==> src/rtl/core/trmr_pkg.sv <==
package trmr_pkg;

	// field widths
	localparam int SMP_W  = 10;
	localparam int TICK_W = 8;
	localparam int DUTY_W = 10;
	localparam int SPAN_W = 5;
	// travel (10 bits) times span (at most 25) fits in 15 bits
	localparam int PROD_W = SMP_W + SPAN_W;
	localparam int CFG_AW = 5;
	localparam int APB_DW = 32;

	// duty constants
	localparam logic [DUTY_W-1:0] DUTY_STANDBY = 10'd24;
	localparam logic [DUTY_W-1:0] DUTY_RUN_MIN = 10'd31;
	localparam logic [DUTY_W-1:0] DUTY_MAX     = 10'd1023;
	localparam logic [SPAN_W-1:0] SPAN_FULL    = 5'd25;
	localparam logic [SPAN_W-1:0] SPAN_LIMITED = 5'd20;
	localparam logic [TICK_W-1:0] TICK_MAX     = 8'd255;

	// register indexes
	localparam logic [2:0] REG_SPEED_START = 3'd0;
	localparam logic [2:0] REG_SPEED_FULL  = 3'd1;
	localparam logic [2:0] REG_REV_TRIG    = 3'd2;
	localparam logic [2:0] REG_K1_LOW      = 3'd3;
	localparam logic [2:0] REG_K1_HIGH     = 3'd4;
	localparam logic [2:0] REG_K2_LOW      = 3'd5;
	localparam logic [2:0] REG_K2_HIGH     = 3'd6;
	localparam logic [2:0] REG_WAIT_TICKS  = 3'd7;

	// request types
	localparam logic REQ_SAMPLE = 1'b0;
	localparam logic REQ_TICK   = 1'b1;

	typedef struct packed {
		logic              req_type;
		logic [SMP_W-1:0]  speed_sample;
		logic [SMP_W-1:0]  reverse_sample;
		logic [SMP_W-1:0]  key_one_sample;
		logic [SMP_W-1:0]  key_two_sample;
		logic              key_mode;
		logic              full_speed_select;
	} sample_t;

	typedef struct packed {
		logic [DUTY_W-1:0] duty_value;
		logic              direction;
		logic              stopped;
	} result_t;

	typedef struct packed {
		logic [SMP_W-1:0]  speed_start_level;
		logic [SMP_W-1:0]  speed_full_level;
		logic [SMP_W-1:0]  reverse_trigger_level;
		logic [SMP_W-1:0]  key_one_low_level;
		logic [SMP_W-1:0]  key_one_high_level;
		logic [SMP_W-1:0]  key_two_low_level;
		logic [SMP_W-1:0]  key_two_high_level;
		logic [TICK_W-1:0] reverse_wait_ticks;
	} cfg_t;

endpackage

==> src/rtl/core/trmr_if.sv <==
interface trmr_sample_if import trmr_pkg::*; ();
	logic    valid;
	logic    ready;
	sample_t data;

	modport source (output valid, output data, input ready);
	modport sink   (input valid, input data, output ready);
endinterface

interface trmr_result_if import trmr_pkg::*; ();
	logic    valid;
	logic    ready;
	result_t data;

	modport source (output valid, output data, input ready);
	modport sink   (input valid, input data, output ready);
endinterface

==> src/rtl/core/trmr_cfg.sv <==
module trmr_cfg import trmr_pkg::*; (
	input  logic              clk,
	input  logic              arst_n,
	input  logic              psel,
	input  logic              penable,
	input  logic              pwrite,
	input  logic [CFG_AW-1:0] paddr,
	input  logic [APB_DW-1:0] pwdata,
	output logic [APB_DW-1:0] prdata,
	output logic              pready,
	output cfg_t              cfg
);

	logic       wr;
	logic [2:0] idx;
	cfg_t       cfg_q;

	assign pready = 1'b1;
	assign wr     = psel && penable && pwrite;
	assign idx    = paddr[CFG_AW-1:2];
	assign cfg    = cfg_q;

	// register writes on the access phase
	always_ff @(posedge clk or negedge arst_n) begin
		if (!arst_n) begin
			cfg_q.speed_start_level     <= 10'd461;
			cfg_q.speed_full_level      <= 10'd0;
			cfg_q.reverse_trigger_level <= 10'd205;
			cfg_q.key_one_low_level     <= 10'd358;
			cfg_q.key_one_high_level    <= 10'd154;
			cfg_q.key_two_low_level     <= 10'd358;
			cfg_q.key_two_high_level    <= 10'd154;
			cfg_q.reverse_wait_ticks    <= 8'd150;
		end else if (wr) begin
			case (idx)
				REG_SPEED_START: cfg_q.speed_start_level     <= pwdata[SMP_W-1:0];
				REG_SPEED_FULL:  cfg_q.speed_full_level      <= pwdata[SMP_W-1:0];
				REG_REV_TRIG:    cfg_q.reverse_trigger_level <= pwdata[SMP_W-1:0];
				REG_K1_LOW:      cfg_q.key_one_low_level     <= pwdata[SMP_W-1:0];
				REG_K1_HIGH:     cfg_q.key_one_high_level    <= pwdata[SMP_W-1:0];
				REG_K2_LOW:      cfg_q.key_two_low_level     <= pwdata[SMP_W-1:0];
				REG_K2_HIGH:     cfg_q.key_two_high_level    <= pwdata[SMP_W-1:0];
				REG_WAIT_TICKS:  cfg_q.reverse_wait_ticks    <= pwdata[TICK_W-1:0];
				default: ;
			endcase
		end
	end

	// read mux
	always_comb begin
		prdata = '0;
		case (idx)
			REG_SPEED_START: prdata[SMP_W-1:0]  = cfg_q.speed_start_level;
			REG_SPEED_FULL:  prdata[SMP_W-1:0]  = cfg_q.speed_full_level;
			REG_REV_TRIG:    prdata[SMP_W-1:0]  = cfg_q.reverse_trigger_level;
			REG_K1_LOW:      prdata[SMP_W-1:0]  = cfg_q.key_one_low_level;
			REG_K1_HIGH:     prdata[SMP_W-1:0]  = cfg_q.key_one_high_level;
			REG_K2_LOW:      prdata[SMP_W-1:0]  = cfg_q.key_two_low_level;
			REG_K2_HIGH:     prdata[SMP_W-1:0]  = cfg_q.key_two_high_level;
			REG_WAIT_TICKS:  prdata[TICK_W-1:0] = cfg_q.reverse_wait_ticks;
			default: prdata = '0;
		endcase
	end

endmodule

==> src/rtl/core/trmr_div.sv <==
module trmr_div import trmr_pkg::*; (
	input  logic              clk,
	input  logic              arst_n,
	input  logic              start,
	input  logic [PROD_W-1:0] dividend,
	input  logic [SMP_W-1:0]  divisor,
	output logic              done,
	output logic [PROD_W-1:0] quotient
);

	localparam int CNT_W = $clog2(PROD_W + 1);

	logic              busy_q;
	logic              done_q;
	logic [CNT_W-1:0]  cnt_q;
	logic [SMP_W-1:0]  rem_q;
	logic [SMP_W-1:0]  dvs_q;
	logic [PROD_W-1:0] quo_q;
	logic [SMP_W+1:0]  trial;
	logic              fits;
	logic [SMP_W-1:0]  rem_next;

	// one quotient bit a cycle: shift the next dividend bit into the remainder
	assign trial    = {1'b0, rem_q, quo_q[PROD_W-1]} - {2'b00, dvs_q};
	assign fits     = !trial[SMP_W+1];
	assign rem_next = fits ? trial[SMP_W-1:0] : {rem_q[SMP_W-2:0], quo_q[PROD_W-1]};

	assign done     = done_q;
	assign quotient = quo_q;

	always_ff @(posedge clk or negedge arst_n) begin
		if (!arst_n) begin
			busy_q <= 1'b0;
			done_q <= 1'b0;
			cnt_q  <= '0;
			rem_q  <= '0;
			dvs_q  <= '0;
			quo_q  <= '0;
		end else begin
			done_q <= 1'b0;
			if (start) begin
				busy_q <= 1'b1;
				cnt_q  <= CNT_W'(PROD_W);
				rem_q  <= '0;
				dvs_q  <= divisor;
				quo_q  <= dividend;
			end else if (busy_q) begin
				rem_q <= rem_next;
				quo_q <= {quo_q[PROD_W-2:0], fits};
				cnt_q <= cnt_q - 1'b1;
				if (cnt_q == CNT_W'(1)) begin
					busy_q <= 1'b0;
					done_q <= 1'b1;
				end
			end
		end
	end

	// checks
	a_done_after_busy: assert property (@(posedge clk) disable iff (!arst_n)
		done_q |-> $past(busy_q))
		else $error("divider done without a running division");
	a_no_restart: assert property (@(posedge clk) disable iff (!arst_n)
		busy_q |-> !start)
		else $error("divider restarted while busy");
	a_rem_below_divisor: assert property (@(posedge clk) disable iff (!arst_n)
		busy_q && cnt_q != CNT_W'(PROD_W) |-> rem_q < dvs_q)
		else $error("partial remainder not below divisor");

endmodule

==> src/rtl/core/trigger_motor_reversing_controller_unit.sv <==
// Channel  | Dir | Payload                                         | Handshake
// ---------+-----+-------------------------------------------------+--------------
// sample_ch| in  | req_type, four 10-bit readings, two mode pins    | valid/ready
// result_ch| out | duty_value, direction, stopped                   | valid/ready
// APB      | in  | eight registers at byte address 4*i              | pready high
//
// A tick, a sample that stops, or a sample that runs with start equal to full
// level is answered without the divider; a running sample is finished by the
// bit-serial divider (15 quotient bits).
// Reset (arst_n low) clears direction, stop flag and wait counter, sets duty 24.
// One finished result waits in a holding stage while the output register is
// stalled; input ready drops only while dividing or while that stage is full.
module trigger_motor_reversing_controller_unit import trmr_pkg::*; (
	input  logic              clk,
	input  logic              arst_n,
	input  logic              psel,
	input  logic              penable,
	input  logic              pwrite,
	input  logic [CFG_AW-1:0] paddr,
	input  logic [APB_DW-1:0] pwdata,
	output logic [APB_DW-1:0] prdata,
	output logic              pready,
	trmr_sample_if.sink       sample_ch,
	trmr_result_if.source     result_ch
);

	localparam logic ST_IDLE = 1'b0;
	localparam logic ST_DIV  = 1'b1;

	cfg_t              cfg;
	sample_t           s;
	logic              state_q;
	logic              dir_q;
	logic              stop_q;
	logic              neg_q;
	logic [TICK_W-1:0] wait_q;
	logic [DUTY_W-1:0] duty_q;
	result_t           res_q;
	logic              res_vld_q;
	result_t           out_q;
	logic              out_vld_q;

	logic              acc;
	logic              move;
	logic              left;
	logic              right;
	logic              wc_ok;
	logic [1:0]        ds;
	logic              run;
	logic [SMP_W-1:0]  travel;
	logic [SMP_W:0]    diff;
	logic              neg;
	logic [SMP_W-1:0]  mag;
	logic              zero_div;
	logic [PROD_W-1:0] prod;
	logic [DUTY_W-1:0] duty_zero;
	logic              div_start;
	logic              div_done;
	logic [PROD_W-1:0] quo;
	logic [PROD_W:0]   sum;
	logic [DUTY_W-1:0] duty_fin;

	// wanted direction against current {direction, stop}
	function automatic logic [1:0] want_dir(input logic [1:0] cur, input logic ok,
		input logic want);
		logic [1:0] nxt;
		nxt = cur;
		if (cur[1] == want)
			nxt[0] = 1'b0;
		else if (!cur[0])
			nxt[0] = 1'b1;
		else if (ok)
			nxt = {want, 1'b0};
		return nxt;
	endfunction

	trmr_cfg u_cfg (
		.clk     (clk),
		.arst_n  (arst_n),
		.psel    (psel),
		.penable (penable),
		.pwrite  (pwrite),
		.paddr   (paddr),
		.pwdata  (pwdata),
		.prdata  (prdata),
		.pready  (pready),
		.cfg     (cfg)
	);

	assign s               = sample_ch.data;
	assign sample_ch.ready = (state_q == ST_IDLE) && !res_vld_q;
	assign acc             = sample_ch.valid && sample_ch.ready;
	assign move            = res_vld_q && (!out_vld_q || result_ch.ready);
	assign result_ch.valid = out_vld_q;
	assign result_ch.data  = out_q;

	// key zones and direction request
	assign left  = (s.key_one_sample < cfg.key_one_high_level) &&
	               (s.key_two_sample > cfg.key_two_low_level);
	assign right = (s.key_one_sample > cfg.key_one_low_level) &&
	               (s.key_two_sample < cfg.key_two_high_level);
	assign wc_ok = wait_q >= cfg.reverse_wait_ticks;

	always_comb begin
		ds = {dir_q, stop_q};
		if (left || right) begin
			if (s.key_mode) begin
				if (right)
					ds = want_dir(ds, wc_ok, 1'b1);
				if (left)
					ds = want_dir(ds, wc_ok, 1'b0);
			end else begin
				ds = want_dir(ds, wc_ok, s.reverse_sample < cfg.reverse_trigger_level);
			end
		end else begin
			ds[0] = 1'b1;
		end
	end

	// duty operands: travel times span over |start - full|
	assign run       = (s.speed_sample <= cfg.speed_start_level) && !ds[0];
	assign travel    = cfg.speed_start_level - s.speed_sample;
	assign diff      = {1'b0, cfg.speed_start_level} - {1'b0, cfg.speed_full_level};
	assign neg       = diff[SMP_W];
	assign mag       = neg ? SMP_W'(-diff) : diff[SMP_W-1:0];
	assign zero_div  = cfg.speed_start_level == cfg.speed_full_level;
	assign prod      = s.full_speed_select ?
	                   ({1'b0, travel, 4'b0} + {2'b0, travel, 3'b0} + {5'b0, travel}) :
	                   ({1'b0, travel, 4'b0} + {3'b0, travel, 2'b0});
	assign duty_zero = DUTY_RUN_MIN +
	                   DUTY_W'(s.full_speed_select ? SPAN_FULL : SPAN_LIMITED);
	assign div_start = acc && (s.req_type == REQ_SAMPLE) && run && !zero_div;

	trmr_div u_div (
		.clk      (clk),
		.arst_n   (arst_n),
		.start    (div_start),
		.dividend (prod),
		.divisor  (mag),
		.done     (div_done),
		.quotient (quo)
	);

	// signed finish: clamp at zero below, saturate at full scale above
	assign sum = {1'b0, quo} + (PROD_W + 1)'(DUTY_RUN_MIN);
	always_comb begin
		if (neg_q)
			duty_fin = (quo > PROD_W'(DUTY_RUN_MIN)) ? '0 : DUTY_RUN_MIN - quo[DUTY_W-1:0];
		else if (sum > (PROD_W + 1)'(DUTY_MAX))
			duty_fin = DUTY_MAX;
		else
			duty_fin = sum[DUTY_W-1:0];
	end

	// control state, holding stage and output register
	always_ff @(posedge clk or negedge arst_n) begin
		if (!arst_n) begin
			state_q   <= ST_IDLE;
			dir_q     <= 1'b0;
			stop_q    <= 1'b0;
			neg_q     <= 1'b0;
			wait_q    <= '0;
			duty_q    <= DUTY_STANDBY;
			res_q     <= '0;
			res_vld_q <= 1'b0;
			out_q     <= '0;
			out_vld_q <= 1'b0;
		end else begin
			if (move) begin
				out_q     <= res_q;
				out_vld_q <= 1'b1;
				res_vld_q <= 1'b0;
			end else if (result_ch.ready) begin
				out_vld_q <= 1'b0;
			end

			if (acc) begin
				if (s.req_type == REQ_TICK) begin
					if (wait_q != TICK_MAX)
						wait_q <= wait_q + 1'b1;
					res_q     <= '{duty_value: duty_q, direction: dir_q, stopped: stop_q};
					res_vld_q <= 1'b1;
				end else begin
					dir_q  <= ds[1];
					stop_q <= ds[0];
					if (run) begin
						wait_q <= '0;
						if (zero_div) begin
							duty_q    <= duty_zero;
							res_q     <= '{duty_value: duty_zero, direction: ds[1],
							               stopped: ds[0]};
							res_vld_q <= 1'b1;
						end else begin
							neg_q   <= neg;
							state_q <= ST_DIV;
						end
					end else begin
						duty_q    <= DUTY_STANDBY;
						res_q     <= '{duty_value: DUTY_STANDBY, direction: ds[1],
						               stopped: ds[0]};
						res_vld_q <= 1'b1;
					end
				end
			end

			if (state_q == ST_DIV && div_done) begin
				duty_q    <= duty_fin;
				res_q     <= '{duty_value: duty_fin, direction: dir_q, stopped: stop_q};
				res_vld_q <= 1'b1;
				state_q   <= ST_IDLE;
			end
		end
	end

	// checks
	a_tick_keeps_duty: assert property (@(posedge clk) disable iff (!arst_n)
		acc && s.req_type == REQ_TICK |=> $stable(duty_q) && $stable(dir_q) && $stable(stop_q))
		else $error("tick changed duty or direction state");
	a_tick_counts: assert property (@(posedge clk) disable iff (!arst_n)
		acc && s.req_type == REQ_TICK && wait_q != TICK_MAX |=> wait_q == $past(wait_q) + 1'b1)
		else $error("wait counter did not advance on tick");
	a_stopped_standby: assert property (@(posedge clk) disable iff (!arst_n)
		out_vld_q && out_q.stopped |-> out_q.duty_value == DUTY_STANDBY)
		else $error("stopped result with running duty");
	a_done_in_div: assert property (@(posedge clk) disable iff (!arst_n)
		div_done |-> state_q == ST_DIV && !res_vld_q)
		else $error("division finished outside the divide state");

endmodule

==> src/flat_wrapper.sv <==
// flat-port wrapper written by rule: the top's interface ports become plain ports
module trigger_motor_reversing_controller_unit_flat import trmr_pkg::*;
  (clk, arst_n, psel, penable, pwrite, paddr, pwdata, prdata, pready, sample_ch_valid, sample_ch_data, sample_ch_ready, result_ch_valid, result_ch_data, result_ch_ready);
  trmr_sample_if sample_ch_i ();
  trmr_result_if result_ch_i ();
  input  logic clk;
  input  logic arst_n;
  input  logic psel;
  input  logic penable;
  input  logic pwrite;
  input  logic [CFG_AW-1:0] paddr;
  input  logic [APB_DW-1:0] pwdata;
  output logic [APB_DW-1:0] prdata;
  output logic pready;
  input wire logic [$bits(sample_ch_i.valid)-1:0] sample_ch_valid;
  input wire logic [$bits(sample_ch_i.data)-1:0] sample_ch_data;
  output wire logic [$bits(sample_ch_i.ready)-1:0] sample_ch_ready;
  output wire logic [$bits(result_ch_i.valid)-1:0] result_ch_valid;
  output wire logic [$bits(result_ch_i.data)-1:0] result_ch_data;
  input wire logic [$bits(result_ch_i.ready)-1:0] result_ch_ready;
  assign sample_ch_i.valid = sample_ch_valid;
  assign sample_ch_i.data = sample_ch_data;
  assign sample_ch_ready = sample_ch_i.ready;
  assign result_ch_valid = result_ch_i.valid;
  assign result_ch_data = result_ch_i.data;
  assign result_ch_i.ready = result_ch_ready;
  trigger_motor_reversing_controller_unit u_core (.clk(clk), .arst_n(arst_n), .psel(psel), .penable(penable), .pwrite(pwrite), .paddr(paddr), .pwdata(pwdata), .prdata(prdata), .pready(pready), .sample_ch(sample_ch_i), .result_ch(result_ch_i));
endmodule
==> config.mk <==
export PLATFORM = sky130hd
export DESIGN_NAME = trigger_motor_reversing_controller_unit_flat
export DESIGN_NICKNAME = d
export VERILOG_FILES = /design/src/rtl/core/trmr_pkg.sv /design/src/rtl/core/trmr_if.sv /design/src/rtl/core/trmr_cfg.sv /design/src/rtl/core/trmr_div.sv /design/src/rtl/core/trigger_motor_reversing_controller_unit.sv /design/src/flat_wrapper.sv
export SDC_FILE = /design/constraint.sdc
export NUM_CORES = 1
export LEC_CHECK = 0
export BUFFER_PORTS_ARGS = -buffer_cell sky130_fd_sc_hd__buf_4
export CORE_UTILIZATION = 25
export DETAILED_ROUTE_END_ITERATION = 8
export GPL_TIMING_DRIVEN = 0
export PLACE_DENSITY_LB_ADDON = 0.25
export SLEW_MARGIN = 10
export SYNTH_ARGS = -nofsm -noshare
export SYNTH_HDL_FRONTEND = slang
export SYNTH_SLANG_ARGS = --single-unit
==> constraint.sdc <==
create_clock -name clk -period 6.1 [get_ports clk]
set_input_delay 0 -clock clk [delete_from_list [all_inputs] [get_ports clk]]
set_output_delay 0 -clock clk [all_outputs]
set_load 0.1 [all_outputs]
==> run summary <==
* outcome: complete, no violations
* number of antenna violations at the first check in global routing: 0
* Max Clock Skew: 17.26 ps
* final-layout fill cell count: 5,064
* actual slew at the worst max-slew pin: 1212 ps
* average cell area after synthesis: 8.842 um^2
* reported leakage power: 6.576 nW
* Reg area: 4223 um^2
* post-route worst hold slack: 30.55 ps
* router iterations before antenna repair: 5
* max-cap viol count: 0
* antenna-violating nets left: 0
* starting DRC count in detailed routing: 553
* end point of the worst hold path: u_core.u_div.quotient[4]
* clock root buffer: clkbuf_16
* hold-critical path depth: 4
* number of standard-cell rows in the floorplan: 80
* worst setup slack for register-to-register paths: 1180 ps
* category of the worst setup path launch point: flop
* Area Growth Syn to Fin: 18.65%
* final worst path period share: 80.60%
* total area of multi-input combinational cells: 7101 um^2
* total of cells resized after clock tree synthesis: 0
* Worst setup EP type: flop
* placed wire-length estimate after detailed placement: 28,210 um
* fin nets: 1,722
* CTS tree: built
* remaining max-slew budget at the tightest pin: 18.55%
* post-CTS setup buffer count: 0
* final non-filler cell area: 14,390 um^2
* Power per Cell Area: 457.2 nW/um^2
* distinct cell type count after synthesis: 73
* data arrival time at the worst-slack endpoint: 5290 ps
* cell area after technology mapping: 12,130 um^2
* CP Data Required Time: 6470 ps
* Final TNS setup: 0 ps
* worst voltage drop across the vdd grid: 0.1962 mV
* Achievable Freq: 203.4 MHz
* Die Width: 222.3 um
* largest net degree at the start of global routing: 97
* die extent in y: 222.3 um
* endpoint of the worst-slack reg-to-reg timing path: u_core.u_div.quotient[13]
* Via Count: 10,240
* total of buffers placed on input and output ports: 84
* layout cell share with drive strength beyond 1: 16.23%
* hold path startpoint: sample_ch_data[0]
* Seq cells post-synth: 167
* post-detailed-route wirelength per cell: 16.91 um
* hold buffer count at CTS: 13
* reg-to-reg startpoint: u_core.u_cfg.cfg[71]
* Placement Cell Area: 13,660 um^2
* setup repair after global routing missed its margin: no
* total grt overflow: 0
* Max H-tree Level: 4
* clock latency reported for the late side of the worst-skew pair: 450 ps
* cell count of the worst reg-to-reg path: 17
* DRC errors left: 0
* min Tclk post-route: 4916 ps
* Clock Pin Slew Worst Setup and Hold Paths: 70 ps
* number of hold violations in the final report: 0
* worst hold-check path type: in2reg
* global-route wire length before repair: 57,170 um
* Starting Density: 25.36%
* sequential element share of the synthesized area: 34.81%
* total wire length: 36,140 um
* gpl congestion: 0.8743
* clock sink count: 167
* via density per instance: 4.794
* placeable core region: 47,850 um^2
* GRT Resource Usage Total: 14.83%
* n_diodes: 0
* final design utilization: 30.08%
* Yosys warning total: 0
* Top-Level Pins: 134
* critical path type: reg2reg
* largest buffer count on any clock path: 2
* final count of pins violating max slew: 0
* commonest register cell after synthesis: dfrtp_1
* highest fanout seen on the critical path: 10
* setup violation total in the final timing report: 0
* die outline area: 49,410 um^2
* CTS buffer count: 17
* Async SR Flop Fraction: 100.0%
* vias in the first global route: 10,140
* number of synthesized flops with an enable pin: 0
* Mapped Cells: 1,372
registers in the layout, summed over array words and instances, names as in the netlist, 4 cells and up:
name	count
u_core.u_div.cnt_q	4
u_core.duty_q	10
u_core.wait_q	8
u_core.result_ch.data	12
u_core.res_q	12
u_core.u_div.quotient	15
u_core.u_cfg.cfg	78
u_core.u_div.dvs_q	10
u_core.u_div.rem_q	10
per-stage QoR:
stage	cells	setup WS, ps	total power [mW]
CTS	2137	1159	6.637
global placement	2092	1236	5.395
global route	2137	855.7	7.137
floorplan	1393	1845	4.536
detailed placement	2093	1185	5.448
finish	2137	1184	6.582
metal layers:
metal | vias up | track usage, % | wire length, um
li1 | 5012 | - | -
met4 | 0 | 3.987 | 611
met1 | 4970 | 19.93 | 17050
met2 | 229 | 24.72 | 17210
met5 | - | 0 | 0
met3 | 33 | 2.142 | 1272
report_power, final:
| group | switching [mW] | internal, mW | leakage, nW | total (mW) |
|---|---|---|---|---|
| Sequential | 0.257 | 1.45 | 2.00 | 1.71 |
| Combinational | 2.22 | 1.51 | 4.29 | 3.73 |
| Clock | 0.479 | 0.667 | 0.294 | 1.15 |
| Total | 2.96 | 3.62 | 6.58 | 6.58 |
synthesized netlist by cell type (5+ instances only):
library cell,number,share of area (%)
dfstp_2,35,7.6
mux2_2,48,4.5
a21o_1,18,1.1
o211ai_1,11,0.68
xor2_1,18,1.3
fa_1,9,1.5
a211oi_1,16,0.99
nor2b_1,21,1.1
o21bai_1,6,0.37
nand2_1,156,4.8
a211o_1,6,0.43
xnor2_1,40,2.9
o21ai_0,132,5.4
nand2b_1,16,0.83
nor2_1,81,2.5
a221oi_1,16,1.2
clkbuf_1,41,1.3
inv_1,137,4.2
a31oi_1,10,0.52
o31ai_1,5,0.31
dfrtp_1,132,27
a22oi_1,5,0.31
buf_4,23,1.4
nand4_1,10,0.52
mux2i_1,31,2.6
or3_1,8,0.41
buf_1,11,0.34
nand3_1,22,0.91
or2_2,7,0.36
ha_1,116,12
nor3_1,24,0.99
mux4_2,5,0.93
a21oi_1,83,3.4
critical path, stage by stage, from the launching register on:
cell      delay, ps
dfstp_2         590
ha_1            300
a21o_1          200
a21oi_1         290
nand2_1         140
xnor2_1         210
buf_1           500
fa_1            550
ha_1            320
a21o_1          190
a21oi_1         240
o21bai_1        130
a2111o_1        440
a41oi_1         250
xnor2_1         150
nand2_1          70
o311a_1         150
a21oi_1         120
layout by cell type (no fill, tap or decap), types with 40 or more instances in the layout:
master    Yosys  layout
a21oi_1      83      83
buf_4        23     106
clkbuf_1     41      43
dfrtp_1     132     132
ha_1        116     116
inv_1       137     137
mux2_2       48      48
nand2_1     156     156
nor2_1       81      81
o21ai_0     132     132
xnor2_1      40      40
logic make-up after synthesis:
group	Yosys count	share of synthesized area (%)
other	2	0.06190
DFF	167	34.81
xor gates and xnor gates	58	4.187
buffers and inverters	214	7.405
AOI/OAI and AO/OA	349	17.81
and+or+nand+nor	372	14.21
muxes	85	8.065
adders and majority gates	125	13.45
final cells by class:
type	count	share of cell area, %
well taps	615	5.346
repair buffers	98	5.529
clock inverters	10	1.017
inverters	137	3.573
plain buffers	77	2.669
clock buffers	21	3.199
flip-flops and latches	167	29.34
multi-input cells	1012	49.33
worst max path at each step:
stage | start | to | slack (ps) | cells past startpoint
after detailed placement | u_core.u_cfg.cfg[71] | u_core.u_div.quotient[13] | 1180 | 17
final | u_core.u_cfg.cfg[71] | u_core.u_div.quotient[13] | 1180 | 17
after floorplan | u_core.u_cfg.cfg[71] | u_core.u_div.quotient[13] | 1840 | 17
after global placement | u_core.u_cfg.cfg[71] | u_core.u_div.quotient[13] | 1240 | 17
after global routing | u_core.u_cfg.cfg[71] | u_core.u_div.quotient[13] | 860 | 17
after CTS | u_core.u_cfg.cfg[71] | u_core.u_div.quotient[13] | 1160 | 17
Note: power is estimated with default switching activity, not from simulation.
